File: src/abmc_pkg.sv
// Package of the batch motion classifier: widths, codes and shared types.
`timescale 1ns / 1ps

package abmc_pkg;

  localparam int RAW_W      = 16;
  localparam int SHIFT_BITS = 4;
  localparam int AXIS_W     = RAW_W - SHIFT_BITS;
  localparam int DIFF_W     = AXIS_W + 1;
  localparam int THR_W      = 12;
  localparam int WIN_W      = 13;
  localparam int CNT_W      = 7;
  localparam int AXES       = 3;
  localparam int CFG_IDX_W  = 2;
  localparam int CFG_DATA_W = 13;

  localparam logic [CNT_W-1:0] COUNT_MAX = {CNT_W{1'b1}};

  localparam int SETS_PER_BATCH_DEF = 32;

  localparam logic [THR_W-1:0]        MOTION_THRESHOLD_RST = 12'd300;
  localparam logic signed [WIN_W-1:0] STILL_LOW_RST        = -13'sd100;
  localparam logic signed [WIN_W-1:0] STILL_HIGH_RST       = 13'sd100;
  localparam logic [CNT_W-1:0]        STILL_NEEDED_RST     = 7'd93;

  typedef enum logic {
    OP_START  = 1'b0,
    OP_SAMPLE = 1'b1
  } op_t;

  typedef enum logic [1:0] {
    VERDICT_MOTION  = 2'd0,
    VERDICT_STILL   = 2'd1,
    VERDICT_RECHECK = 2'd2
  } verdict_t;

  typedef enum logic [CFG_IDX_W-1:0] {
    CFG_MOTION_THRESHOLD = 2'd0,
    CFG_STILL_LOW        = 2'd1,
    CFG_STILL_HIGH       = 2'd2,
    CFG_STILL_NEEDED     = 2'd3
  } cfg_idx_t;

  typedef struct packed {
    logic motion;
    logic still;
  } judge_t;

endpackage

File: src/abmc_if.sv
// Stream interfaces for sample set words and verdict words.
`timescale 1ns / 1ps

interface abmc_in_if import abmc_pkg::*; ();
  logic                    valid;
  logic                    ready;
  logic                    op;
  logic signed [RAW_W-1:0] x_raw;
  logic signed [RAW_W-1:0] y_raw;
  logic signed [RAW_W-1:0] z_raw;

  modport source (output valid, output op, output x_raw, output y_raw, output z_raw,
                  input ready);
  modport sink (input valid, input op, input x_raw, input y_raw, input z_raw,
                output ready);
endinterface

interface abmc_out_if ();
  logic       valid;
  logic       ready;
  logic [1:0] verdict;

  modport source (output valid, output verdict, input ready);
  modport sink (input valid, input verdict, output ready);
endinterface

File: src/accel_batch_motion_classifier.sv
// Top level of the batch motion classifier.
`timescale 1ns / 1ps
// Usage: sample set words arrive on in_ch (op, x_raw, y_raw, z_raw); a word
// with op clear starts a new session and gives no verdict. A word with op set
// is a sample set; after SETS_PER_BATCH sets one verdict word leaves on out_ch.
// Each word is taken into an input register, judged on all three axes in one
// pass against the previous set, and the verdict is placed in an output
// register. One word is accepted in every cycle while the receiver takes
// verdicts; the figure is set by the single judging stage between the two
// registers. When the receiver stalls, the verdict is held and one further
// word may still be taken into the input register before in_ch.ready falls.
// Registers are to be written through cfg_we, cfg_index and cfg_wdata only
// while idle; the block itself does not enforce this. Reset clears the
// session, the batch state, the previous axis values and the valid flags of
// both registers, and restores the register defaults.

module accel_batch_motion_classifier import abmc_pkg::*; #(
  parameter int SETS_PER_BATCH = SETS_PER_BATCH_DEF
) (
  input  logic                  clk,
  input  logic                  rst_n,
  abmc_in_if.sink               in_ch,
  abmc_out_if.source            out_ch,
  input  logic                  cfg_we,
  input  logic [CFG_IDX_W-1:0]  cfg_index,
  input  logic [CFG_DATA_W-1:0] cfg_wdata
);

  localparam int IDX_W = $clog2(SETS_PER_BATCH);
  localparam logic [IDX_W-1:0] LAST_IDX = IDX_W'(SETS_PER_BATCH - 1);

  logic [THR_W-1:0]        motion_threshold_r;
  logic signed [WIN_W-1:0] still_low_r;
  logic signed [WIN_W-1:0] still_high_r;
  logic [CNT_W-1:0]        still_needed_r;

  logic                     s1_valid_r;
  op_t                      s1_op_r;
  logic signed [AXIS_W-1:0] s1_x_r, s1_y_r, s1_z_r;

  logic signed [AXIS_W-1:0] prev_x_r, prev_y_r, prev_z_r;
  logic [IDX_W-1:0]         set_index_r, set_index_nxt;
  logic [CNT_W-1:0]         still_count_r, still_count_nxt;
  logic                     motion_seen_r, motion_seen_nxt;
  logic                     checked_once_r, checked_once_nxt;

  logic     out_valid_r;
  verdict_t verdict_r, verdict_nxt;

  logic   advance, s1_fire, produce;
  judge_t jx, jy, jz;
  logic   judging, motion_any;
  logic [1:0]       n_still;
  logic [CNT_W+1:0] count_sum;

  abmc_axis_judge u_judge_x (.cur(s1_x_r), .prev(prev_x_r), .thr(motion_threshold_r),
    .still_low(still_low_r), .still_high(still_high_r), .res(jx));
  abmc_axis_judge u_judge_y (.cur(s1_y_r), .prev(prev_y_r), .thr(motion_threshold_r),
    .still_low(still_low_r), .still_high(still_high_r), .res(jy));
  abmc_axis_judge u_judge_z (.cur(s1_z_r), .prev(prev_z_r), .thr(motion_threshold_r),
    .still_low(still_low_r), .still_high(still_high_r), .res(jz));

  assign advance      = !out_valid_r || out_ch.ready;
  assign s1_fire      = s1_valid_r && advance;
  assign in_ch.ready  = !s1_valid_r || advance;
  assign out_ch.valid = out_valid_r;
  assign out_ch.verdict = verdict_r;

  always_comb begin
    judging = set_index_r != '0;
    motion_any = motion_seen_r || (judging && (jx.motion || jy.motion || jz.motion));
    n_still = judging ? (2'(jx.still) + 2'(jy.still) + 2'(jz.still)) : 2'd0;
    count_sum = (CNT_W+2)'(still_count_r) + (CNT_W+2)'(n_still);
    produce = (s1_op_r == OP_SAMPLE) && (set_index_r == LAST_IDX);

    set_index_nxt = set_index_r;
    still_count_nxt = still_count_r;
    motion_seen_nxt = motion_seen_r;
    checked_once_nxt = checked_once_r;
    verdict_nxt = VERDICT_MOTION;

    if (count_sum > (CNT_W+2)'(COUNT_MAX)) begin
      still_count_nxt = COUNT_MAX;
    end else begin
      still_count_nxt = count_sum[CNT_W-1:0];
    end

    if (motion_any) begin
      verdict_nxt = VERDICT_MOTION;
    end else if (still_count_nxt >= still_needed_r) begin
      verdict_nxt = VERDICT_STILL;
    end else if (checked_once_r) begin
      verdict_nxt = VERDICT_STILL;
    end else begin
      verdict_nxt = VERDICT_RECHECK;
    end

    if (s1_op_r == OP_START) begin
      set_index_nxt = '0;
      still_count_nxt = '0;
      motion_seen_nxt = 1'b0;
      checked_once_nxt = 1'b0;
    end else if (produce) begin
      set_index_nxt = '0;
      still_count_nxt = '0;
      motion_seen_nxt = 1'b0;
      checked_once_nxt = 1'b1;
    end else begin
      set_index_nxt = set_index_r + IDX_W'(1);
      motion_seen_nxt = motion_any;
    end
  end

  always_ff @(posedge clk) begin
    if (!rst_n) begin
      motion_threshold_r <= MOTION_THRESHOLD_RST;
      still_low_r <= STILL_LOW_RST;
      still_high_r <= STILL_HIGH_RST;
      still_needed_r <= STILL_NEEDED_RST;
    end else if (cfg_we) begin
      case (cfg_idx_t'(cfg_index))
        CFG_MOTION_THRESHOLD: motion_threshold_r <= cfg_wdata[THR_W-1:0];
        CFG_STILL_LOW: still_low_r <= cfg_wdata[WIN_W-1:0];
        CFG_STILL_HIGH: still_high_r <= cfg_wdata[WIN_W-1:0];
        CFG_STILL_NEEDED: still_needed_r <= cfg_wdata[CNT_W-1:0];
        default: ;
      endcase
    end
  end

  always_ff @(posedge clk) begin
    if (!rst_n) begin
      s1_valid_r <= 1'b0;
    end else if (in_ch.valid && in_ch.ready) begin
      s1_valid_r <= 1'b1;
    end else if (s1_fire) begin
      s1_valid_r <= 1'b0;
    end
  end

  always_ff @(posedge clk) begin
    if (in_ch.valid && in_ch.ready) begin
      s1_op_r <= op_t'(in_ch.op);
      s1_x_r <= in_ch.x_raw[RAW_W-1:SHIFT_BITS];
      s1_y_r <= in_ch.y_raw[RAW_W-1:SHIFT_BITS];
      s1_z_r <= in_ch.z_raw[RAW_W-1:SHIFT_BITS];
    end
  end

  always_ff @(posedge clk) begin
    if (!rst_n) begin
      prev_x_r <= '0;
      prev_y_r <= '0;
      prev_z_r <= '0;
      set_index_r <= '0;
      still_count_r <= '0;
      motion_seen_r <= 1'b0;
      checked_once_r <= 1'b0;
    end else if (s1_fire) begin
      if (s1_op_r == OP_SAMPLE) begin
        prev_x_r <= s1_x_r;
        prev_y_r <= s1_y_r;
        prev_z_r <= s1_z_r;
      end
      set_index_r <= set_index_nxt;
      still_count_r <= still_count_nxt;
      motion_seen_r <= motion_seen_nxt;
      checked_once_r <= checked_once_nxt;
    end
  end

  always_ff @(posedge clk) begin
    if (!rst_n) begin
      out_valid_r <= 1'b0;
    end else if (s1_fire && produce) begin
      out_valid_r <= 1'b1;
    end else if (out_ch.ready) begin
      out_valid_r <= 1'b0;
    end
  end

  always_ff @(posedge clk) begin
    if (s1_fire && produce) begin
      verdict_r <= verdict_nxt;
    end
  end

  a_start_clears: assert property (@(posedge clk) disable iff (!rst_n)
    (s1_fire && s1_op_r == OP_START) |=> (!checked_once_r && set_index_r == '0))
    else $error("start word did not clear the session state");

  a_index_range: assert property (@(posedge clk) disable iff (!rst_n)
    set_index_r <= LAST_IDX)
    else $error("set index beyond the batch length");

  a_recheck_once: assert property (@(posedge clk) disable iff (!rst_n)
    (s1_fire && produce && verdict_nxt == VERDICT_RECHECK) |-> !checked_once_r)
    else $error("recheck requested twice in one session");

  a_batch_cleared: assert property (@(posedge clk) disable iff (!rst_n)
    (s1_fire && produce) |=> (set_index_r == '0 && still_count_r == '0 && !motion_seen_r
      && checked_once_r && out_valid_r))
    else $error("batch state not cleared after a verdict");

endmodule

File: src/abmc_axis_judge.sv
// Per-axis difference with motion and still window tests.
`timescale 1ns / 1ps

module abmc_axis_judge import abmc_pkg::*; (
  input  logic signed [AXIS_W-1:0] cur,
  input  logic signed [AXIS_W-1:0] prev,
  input  logic [THR_W-1:0]         thr,
  input  logic signed [WIN_W-1:0]  still_low,
  input  logic signed [WIN_W-1:0]  still_high,
  output judge_t                   res
);

  logic signed [DIFF_W-1:0] diff;
  logic [DIFF_W-1:0]        mag;

  always_comb begin
    diff = DIFF_W'(cur) - DIFF_W'(prev);
    mag = diff[DIFF_W-1] ? DIFF_W'(-diff) : DIFF_W'(diff);
    res.motion = mag > {1'b0, thr};
    res.still = (diff >= still_low) && (diff <= still_high);
  end

endmodule
File: src/flat_wrapper.sv
// flat-port wrapper written by rule: the top's interface ports become plain ports
module accel_batch_motion_classifier_flat import abmc_pkg::*;
#(
  parameter int SETS_PER_BATCH = SETS_PER_BATCH_DEF
)
  (clk, rst_n, cfg_we, cfg_index, cfg_wdata, in_ch_valid, in_ch_op, in_ch_x_raw, in_ch_y_raw, in_ch_z_raw, in_ch_ready, out_ch_valid, out_ch_verdict, out_ch_ready);
  abmc_in_if in_ch_i ();
  abmc_out_if out_ch_i ();
  input  logic clk;
  input  logic rst_n;
  input  logic cfg_we;
  input  logic [CFG_IDX_W-1:0] cfg_index;
  input  logic [CFG_DATA_W-1:0] cfg_wdata;
  input wire logic [$bits(in_ch_i.valid)-1:0] in_ch_valid;
  input wire logic [$bits(in_ch_i.op)-1:0] in_ch_op;
  input wire logic [$bits(in_ch_i.x_raw)-1:0] in_ch_x_raw;
  input wire logic [$bits(in_ch_i.y_raw)-1:0] in_ch_y_raw;
  input wire logic [$bits(in_ch_i.z_raw)-1:0] in_ch_z_raw;
  output wire logic [$bits(in_ch_i.ready)-1:0] in_ch_ready;
  output wire logic [$bits(out_ch_i.valid)-1:0] out_ch_valid;
  output wire logic [$bits(out_ch_i.verdict)-1:0] out_ch_verdict;
  input wire logic [$bits(out_ch_i.ready)-1:0] out_ch_ready;
  assign in_ch_i.valid = in_ch_valid;
  assign in_ch_i.op = in_ch_op;
  assign in_ch_i.x_raw = in_ch_x_raw;
  assign in_ch_i.y_raw = in_ch_y_raw;
  assign in_ch_i.z_raw = in_ch_z_raw;
  assign in_ch_ready = in_ch_i.ready;
  assign out_ch_valid = out_ch_i.valid;
  assign out_ch_verdict = out_ch_i.verdict;
  assign out_ch_i.ready = out_ch_ready;
  accel_batch_motion_classifier #(.SETS_PER_BATCH(SETS_PER_BATCH)) u_core (.clk(clk), .rst_n(rst_n), .in_ch(in_ch_i), .out_ch(out_ch_i), .cfg_we(cfg_we), .cfg_index(cfg_index), .cfg_wdata(cfg_wdata));
endmodule
File: config.mk
export PLATFORM = sky130hd
export DESIGN_NAME = accel_batch_motion_classifier_flat
export DESIGN_NICKNAME = d
export VERILOG_FILES = /design/src/abmc_pkg.sv /design/src/abmc_if.sv /design/src/accel_batch_motion_classifier.sv /design/src/abmc_axis_judge.sv /design/src/flat_wrapper.sv
export SDC_FILE = /design/constraint.sdc
export NUM_CORES = 1
export LEC_CHECK = 0
export BUFFER_PORTS_ARGS = -buffer_cell sky130_fd_sc_hd__buf_2
export CAP_MARGIN = 0
export CORE_ASPECT_RATIO = 0.75
export CORE_UTILIZATION = 30
export DETAILED_ROUTE_END_ITERATION = 12
export REMOVE_ABC_BUFFERS = 1
export SYNTH_ARGS = -nofsm -noshare
export SYNTH_HDL_FRONTEND = slang
export SYNTH_SLANG_ARGS = --single-unit
File: constraint.sdc
create_clock -name clk -period 6.8 [get_ports clk]
set_input_delay 0 -clock clk [delete_from_list [all_inputs] [get_ports clk]]
set_output_delay 0 -clock clk [all_outputs]
set_load 0.01 [all_outputs]
Word-level counts from Yosys, hierarchy flattened
Index checks and enable logic that the tools add are counted.
{"block": "word_totals", "ram_bits": 0, "regBits": 136, "rom_bits": 0, "output_inout_bits": 4, "memories": 0, "elab_cells": 90, "latch_bits": 0, "input_bits": 69}
{"block": "classes", "shifts": 0, "eq_ne": 5, "addsub": 10, "reduce_logical": 26, "n_bitwise": 0, "mul": 0, "muxes": 19, "div": 0, "magnitude_cmp": 11}
{"cell": "greater-or-equal comparator 13 bit", "n": 3}
{"cell": "> comparator 13 x 12 -> 1 bit", "n": 3}
{"cell": "less-or-equal comparator 13 bit", "n": 3}
{"cell": "two-way mux 13 bit", "n": 3}
{"cell": "negator 13 bit", "n": 3}
{"cell": "subtractor 12 x 12 -> 13 bit", "n": 3}
{"cell": "two-way mux 7 bit", "n": 3}
{"cell": "AND reduction 2 bit", "n": 6}
{"cell": "two-way mux 5 bit", "n": 2}
{"cell": "> comparator 9 x 7 -> 1 bit, second input constant", "n": 1}
{"cell": "two-way mux 1 bit", "n": 9}
{"cell": "adder 7 x 2 -> 8 bit", "n": 1}
{"cell": "logical AND 1 bit", "n": 8}
{"cell": "greater-or-equal comparator 7 bit", "n": 1}
{"cell": "adder 5 x 1 -> 5 bit, second input constant", "n": 1}
{"cell": "== test 5 bit, second input constant", "n": 1}
{"cell": "logical OR 1 bit", "n": 5}
{"cell": "nonzero test 5 bit", "n": 1}
{"cell": "== test 2 bit, second input constant", "n": 2}
{"cell": "two-way mux 2 bit", "n": 2}
{"cell": "nonzero test 2 bit", "n": 2}
{"cell": "adder 1 x 1 -> 2 bit", "n": 1}
{"cell": "adder 2 x 1 -> 2 bit", "n": 1}
{"cell": "== test 2 x 1 -> 1 bit, second input constant", "n": 1}
{"cell": "other kinds (4)", "n": 5}

Depth between registers and ports, before layout
{"block": "depth", "depth_word": 11, "ltp_mapped": 36, "depth_no_buf": 36}

Hierarchy
From an unflattened synthesis, not the netlist that was laid out.
{"block": "unflattened", "hier_cells": 1336, "hier_area_um2": 11049.3}
{"mod": "accel_batch_motion_classifier", "cells_per_inst": 536, "area_each_um2": 5332.6, "instances": 1, "seq_area_each_um2": 3113.0}
{"mod": "abmc_axis_judge (u_core.u_judge_x ...)", "cells_per_inst": 269, "area_each_um2": 1918.1, "instances": 2, "seq_area_each_um2": 0.0}
{"mod": "abmc_axis_judge (u_core.u_judge_y)", "cells_per_inst": 262, "area_each_um2": 1880.6, "instances": 1, "seq_area_each_um2": 0.0}

Worst setup path before layout
OpenSTA, ideal clock, no wires.
{"block": "synth_timing", "kind": "register to register", "start": "register u_core.s1_x_r[0]", "end": "register u_core.verdict_r[0], in the netlist u_core.out_ch.verdict[0] (data pin)", "arrival_ns": 6.021, "path_slack_ns": 0.525, "required_ns": 6.545, "synth_period_minus_slack_ns": 6.275, "path_stages_with_launch": 33, "path_buffers": 0, "setup_time_ns": 0.255, "path_cell_list": "edfxtp_1 -> inv_1 -> ha_1 -> inv_1 -> fa_1 -> a21o_1 -> a221oi_2 -> a21oi_1 -> o41ai_1 -> inv_1 -> ha_1 -> a2111oi_0 -> o31a_1 -> nor3_1 -> nor3_1 -> fa_1 -> nor2b_1 -> ha_1 -> a21oi_1 -> nor2b_1 -> nand3_1 -> inv_1 -> a31oi_1 -> ha_1 -> nand2b_1 -> a21o_1 -> a21o_1 -> a21o_1 -> a21oi_1 -> nor2b_1 -> o21ai_0 -> nand2_1 -> and2_1"}
{"block": "synth_via", "elab_chain_len": 11, "elab_cells_between_ends": 19, "classes_between": "5 x add/sub; 5 x order compare; 4 x mux; 5 x reduce/logical"}
{"element": "start, declared", "line": "accel_batch_motion_classifier.sv:39", "text": "logic signed [AXIS_W-1:0] s1_x_r, s1_y_r, s1_z_r;"}
{"element": "start signal, assigned", "line": "accel_batch_motion_classifier.sv:144", "text": "s1_x_r <= in_ch.x_raw[RAW_W-1:SHIFT_BITS];"}
{"element": "subtractor 12 x 12 -> 13 bit *", "line": "abmc_axis_judge.sv:17", "text": "diff = DIFF_W'(cur) - DIFF_W'(prev);"}
{"element": "greater-or-equal comparator 13 bit / less-or-equal comparator 13 bit (equally long branches)", "line": "abmc_axis_judge.sv:20", "text": "res.still = (diff >= still_low) && (diff <= still_high);"}
{"element": "logical AND 1 bit", "line": "abmc_axis_judge.sv:20"}
{"element": "adder 1 x 1 -> 2 bit", "line": "accel_batch_motion_classifier.sv:72", "text": "n_still = judging ? (2'(jx.still) + 2'(jy.still) + 2'(jz.still)) : 2'd0;"}
{"element": "adder 2 x 1 -> 2 bit", "line": "accel_batch_motion_classifier.sv:72"}
{"element": "two-way mux 2 bit", "line": "accel_batch_motion_classifier.sv:72"}
{"element": "adder 7 x 2 -> 8 bit", "line": "accel_batch_motion_classifier.sv:73", "text": "count_sum = (CNT_W+2)'(still_count_r) + (CNT_W+2)'(n_still);"}
{"element": "> comparator 9 x 7 -> 1 bit", "line": "accel_batch_motion_classifier.sv:82", "text": "if (count_sum > (CNT_W+2)'(COUNT_MAX)) begin"}
{"element": "two-way mux 7 bit", "line": "accel_batch_motion_classifier.sv:82"}
{"element": "greater-or-equal comparator 7 bit", "line": "accel_batch_motion_classifier.sv:90", "text": "end else if (still_count_nxt >= still_needed_r) begin"}
{"element": "two-way mux 1 bit", "line": "accel_batch_motion_classifier.sv:90"}
{"element": "end signal, assigned", "line": "accel_batch_motion_classifier.sv:184", "text": "verdict_r <= verdict_nxt;"}
{"element": "end, declared", "line": "accel_batch_motion_classifier.sv:48", "text": "verdict_t verdict_r, verdict_nxt;"}
Mark *: on every way between the ends. The rest lies on a longest branch, timed or not.
A chain may end at the register's enable or synchronous reset.

Worst setup path in the final report
{"block": "layout_timing", "start": "register u_core.s1_z_r[1]", "end": "register u_core.verdict_r[0], in the netlist u_core.out_ch.verdict[0] (data pin)"}
{"block": "layout_via", "elab_chain_len": 10, "elab_cells_between_ends": 17, "classes_between": "4 x add/sub; 5 x order compare; 4 x mux; 4 x reduce/logical"}
{"element": "start, declared", "line": "accel_batch_motion_classifier.sv:39"}
{"element": "start signal, assigned", "line": "accel_batch_motion_classifier.sv:146", "text": "s1_z_r <= in_ch.z_raw[RAW_W-1:SHIFT_BITS];"}
{"element": "subtractor 12 x 12 -> 13 bit *", "line": "abmc_axis_judge.sv:17"}
{"element": "greater-or-equal comparator 13 bit / less-or-equal comparator 13 bit (equally long branches)", "line": "abmc_axis_judge.sv:20"}
{"element": "logical AND 1 bit", "line": "abmc_axis_judge.sv:20"}
{"element": "adder 2 x 1 -> 2 bit", "line": "accel_batch_motion_classifier.sv:72"}
{"element": "two-way mux 2 bit", "line": "accel_batch_motion_classifier.sv:72"}
{"element": "adder 7 x 2 -> 8 bit", "line": "accel_batch_motion_classifier.sv:73"}
{"element": "> comparator 9 x 7 -> 1 bit", "line": "accel_batch_motion_classifier.sv:82"}
{"element": "two-way mux 7 bit", "line": "accel_batch_motion_classifier.sv:82"}
{"element": "greater-or-equal comparator 7 bit", "line": "accel_batch_motion_classifier.sv:90"}
{"element": "two-way mux 1 bit", "line": "accel_batch_motion_classifier.sv:90"}
Marked as above.

==> key figures <==
Yosys
  • Top cell type's share of synthesized area: 0.1986
  • Synth cell types: 71
  • Largest family of logic cells by synthesized area: adder cells
  • Top post-synthesis cells by area: ha_1, dfxtp_1, edfxtp_1
  • Area leader, netlist: ha_1
  • Most used DFF post-synth: dfxtp_1
  • Synth warn: 0
  • Synth async-reset ratio: 0
  • Number of synthesized flops with an enable pin: 39
  • Synth Area in Compound Gates: 0.1881
  • Synthesis-stage register bit count: 136
  • Adder-Cell Fraction of Synth Area: 0.2082
  • Post-Synth Simple-Gate Area: 0.1975
  • Register area share after synthesis: 0.2994
  • Syn Std Cell Area: 10400 um2
  • Cells after Synth: 1229
  • Avg Synthesized Cell Area: 8.460 um2
  • Multiplexer area fraction after synthesis: 0.005174
  • Synth Area in XOR/XNOR: 0.04705

Timing
  • Clock skew: 9.644 ps
  • Fmax: between 0.15 and 0.2 GHz
  • Slew @ Worst Pin: 1183 ps
  • Tmin final: 6506 ps
  • Final setup vio count: 0
  • Final Hold Fails: 0
  • Slew margin rel.: 0.2006
  • Tcrit/Tclk final: 0.9568
  • Max Slew Vio Count: 0

Final layout
  • Layout area overhead: 23.08%
  • Layout cell share with drive strength beyond 1: 0.1368
  • # diodes: 0
  • Most frequent cells in the layout: nand2_1, ha_1, inv_1
  • Nets: 1600
  • Fin util: 0.3784
  • Most common cell after layout, fill and taps aside: nand2_1

Floorplan
  • FP Rows: between 50 and 60
  • Initial Util: 0.3075
  • Die extent in x: 217.0 um
  • Num ports: 73
  • Core area: 33820 um2
  • Die height: roughly 160 um
  • Die Area: 35410 um2

Worst hold path
  • Hold_sp: cfg_index[1]
  • Number of stages on the worst hold path: 4
  • Min-Delay Path Class: in -> reg
  • Hold endpoint: u_core.still_needed_r[0]$_SDFFE_PN1P_

Critical path
  • CP Class: reg -> reg
  • CP peak stage delay: 440 ps
  • Critical Path RT: 7000 ps
  • Crit path launch type: flip-flop
  • R2R Setup Slk: 290 ps
  • Worst r2r src: u_core.s1_z_r[1]$_DFFE_PP_
  • Crit-path slowest cell: edfxtp_1
  • Worst EP arrival: ~6700 ps
  • Crit end category: flip-flop
  • Cells on worst reg2reg path: 31
  • Peak fanout along the critical path: 3
  • Reg2Reg Capture Point: u_core.out_ch.verdict[0]$_SDFFCE_PP0P_

Clocking
  • CTS clk-pin slew, worst paths: 70 ps
  • Clock sinks: 136
  • Clock Root Buffer: clkbuf_16
  • TritonCTS Buffers: 17
  • Maximum buffer depth of the clock tree: 2
  • CTS tree: built
  • H-tree depth: 4
  • Clk_lat worst skew: around 440 ps

Power and ir drop
  • PD cells: roughly 230 nW/um2
  • Design Power: approximately 2.9 mW
  • Maximum VDD drop: 0.1620 mV
  • Leakage power: 5.295 nW

Detailed routing
  • Routed WL per cell: 16.31 um
  • Vias per cell: 4.994
  • Drt initial violations: 567
  • Residual DRC: 0
  • Routed wire length: 29.75 mm
  • DR vias: a little over 9k
  • Drt pass-1 iters: 5
  • Post-DRT Antenna Nets: 0

Global routing
  • Largest net degree at the start of global routing: just under 100
  • Number of antenna violations at the first check in global routing: 0
  • All-layer global routing usage: 0.1704
  • GRT Residual Overflow: 0
  • First-pass GRT wire length: 46.58 mm
  • Vias in the first global route: between 8k and 9k

Status
  • Outcome: finished, final reports clean

Place
  • Gpl congestion: 0.9008
  • Port-buffer cells: 60
  • Hpwl dp: 21.95 mm

Job
  • Max-cap violations: 0
## metrics by stage
stage / cell area (um2) / worst slack (ps) / hold slack (ps) / TNS [ps] / instances
after floorplan: 10270 / 524.8 / 71.83 / 0 / 1196
after global placement: 11330 / -94.56 / 176.0 / -94.56 / 1731
after detailed placement: 11330 / -232.7 / 178.1 / -320.8 / 1731
after CTS: 12490 / 26.69 / 1.866 / 0 / 1816
after global routing: 12800 / -52.34 / 49.82 / -52.34 / 1824
final: 12800 / 293.7 / 1.879 / 0 / 1824
## critical path, delay by kind of cell (launching register included)
family	cells	cell delay, ps
simple gates	12	1590
compound gates	11	2250
buf+inv	2	180
xor+xnor	1	250
flops	1	440
fa+ha+maj	5	1540
## per-layer routing
metal / GRT usage / wire, um / up-vias
li1: - / - / 4581
met5: 0 / 0 / -
met1: 0.2459 / 15180 / 4260
met4: 0.04738 / 573 / 0
met2: 0.2524 / 12160 / 235
met3: 0.03669 / 1842 / 33
## synth_stat cells (9+ instances only)
cell type	count
a21boi_0	64
a21o_1	21
a21oi_1	54
a31oi_1	9
clkbuf_1	32
dfxtp_1	97
edfxtp_1	39
ha_1	165
inv_1	118
nand2_1	186
nand2b_1	13
nand3_1	23
nand4_1	12
nor2_1	68
nor2b_1	38
nor3_1	19
o211ai_1	27
o21a_1	19
o21ai_0	36
xnor2_1	31
xor2_1	23
## power by group
group          switching [mW]  internal (mW)  total (mW)
logic                   0.611          0.483        1.09
clock network           0.395          0.560       0.956
registers              0.0220          0.874       0.896
## layout make-up
| type | instances | area [um2] |
|---|---|---|
| clock buffer | 21 | 491.7 |
| clock inverter | 11 | 108.9 |
| fill | 3463 | 21020 |
| inverter | 118 | 442.9 |
| multi-input combinational | 942 | 6999 |
| sequential | 136 | 3113 |
| tap | 450 | 563.0 |
| timing repair buffer | 146 | 1079 |
## sequential cells by signal (all words and copies together) (netlist names), 12 cells and up
register,cells
u_core.motion_threshold_r,12
u_core.still_low_r,13
u_core.prev_z_r,12
u_core.s1_z_r,12
u_core.still_high_r,13
u_core.prev_x_r,12
u_core.prev_y_r,12
u_core.s1_y_r,12
u_core.s1_x_r,12
## how the worst max path moves through the flow
stage                          startpoint                                     end  slack (ps)  depth (start not counted)
2_1_floorplan  u_core.s1_x_r[0]$_DFFE_PP_  u_core.out_ch.verdict[0]$_SDFFCE_PP0P_         520                         32
3_3_place_gp   u_core.s1_x_r[0]$_DFFE_PP_  u_core.out_ch.verdict[0]$_SDFFCE_PP0P_         -90                         32
3_5_place_dp   u_core.s1_x_r[0]$_DFFE_PP_  u_core.out_ch.verdict[0]$_SDFFCE_PP0P_        -230                         32
4_1_cts        u_core.s1_x_r[0]$_DFFE_PP_  u_core.out_ch.verdict[0]$_SDFFCE_PP0P_          30                         33
5_1_grt        u_core.s1_z_r[1]$_DFFE_PP_  u_core.out_ch.verdict[0]$_SDFFCE_PP0P_         -50                         31
6_report       u_core.s1_z_r[1]$_DFFE_PP_  u_core.out_ch.verdict[0]$_SDFFCE_PP0P_         290                         31
## logic make-up after synthesis
kind of cell | Yosys count
and+or+nand+nor | 425
AOI/OAI and AO/OA | 287
adders and majority gates | 170
buffers and inverters | 151
DFF | 136
xor gates and xnor gates | 55
muxes | 5
## what timing repair did
action                     in CTS  in global routing
setup buffers                   0                  8
hold buffers                   53                  0
pin swaps                       0                 26
gates resized for setup         4                 54
gates cloned                    0                  0
setup endpoints to repair       2                  2
hold endpoints to repair       84                  0
Power figures use the tool's default switching activity.
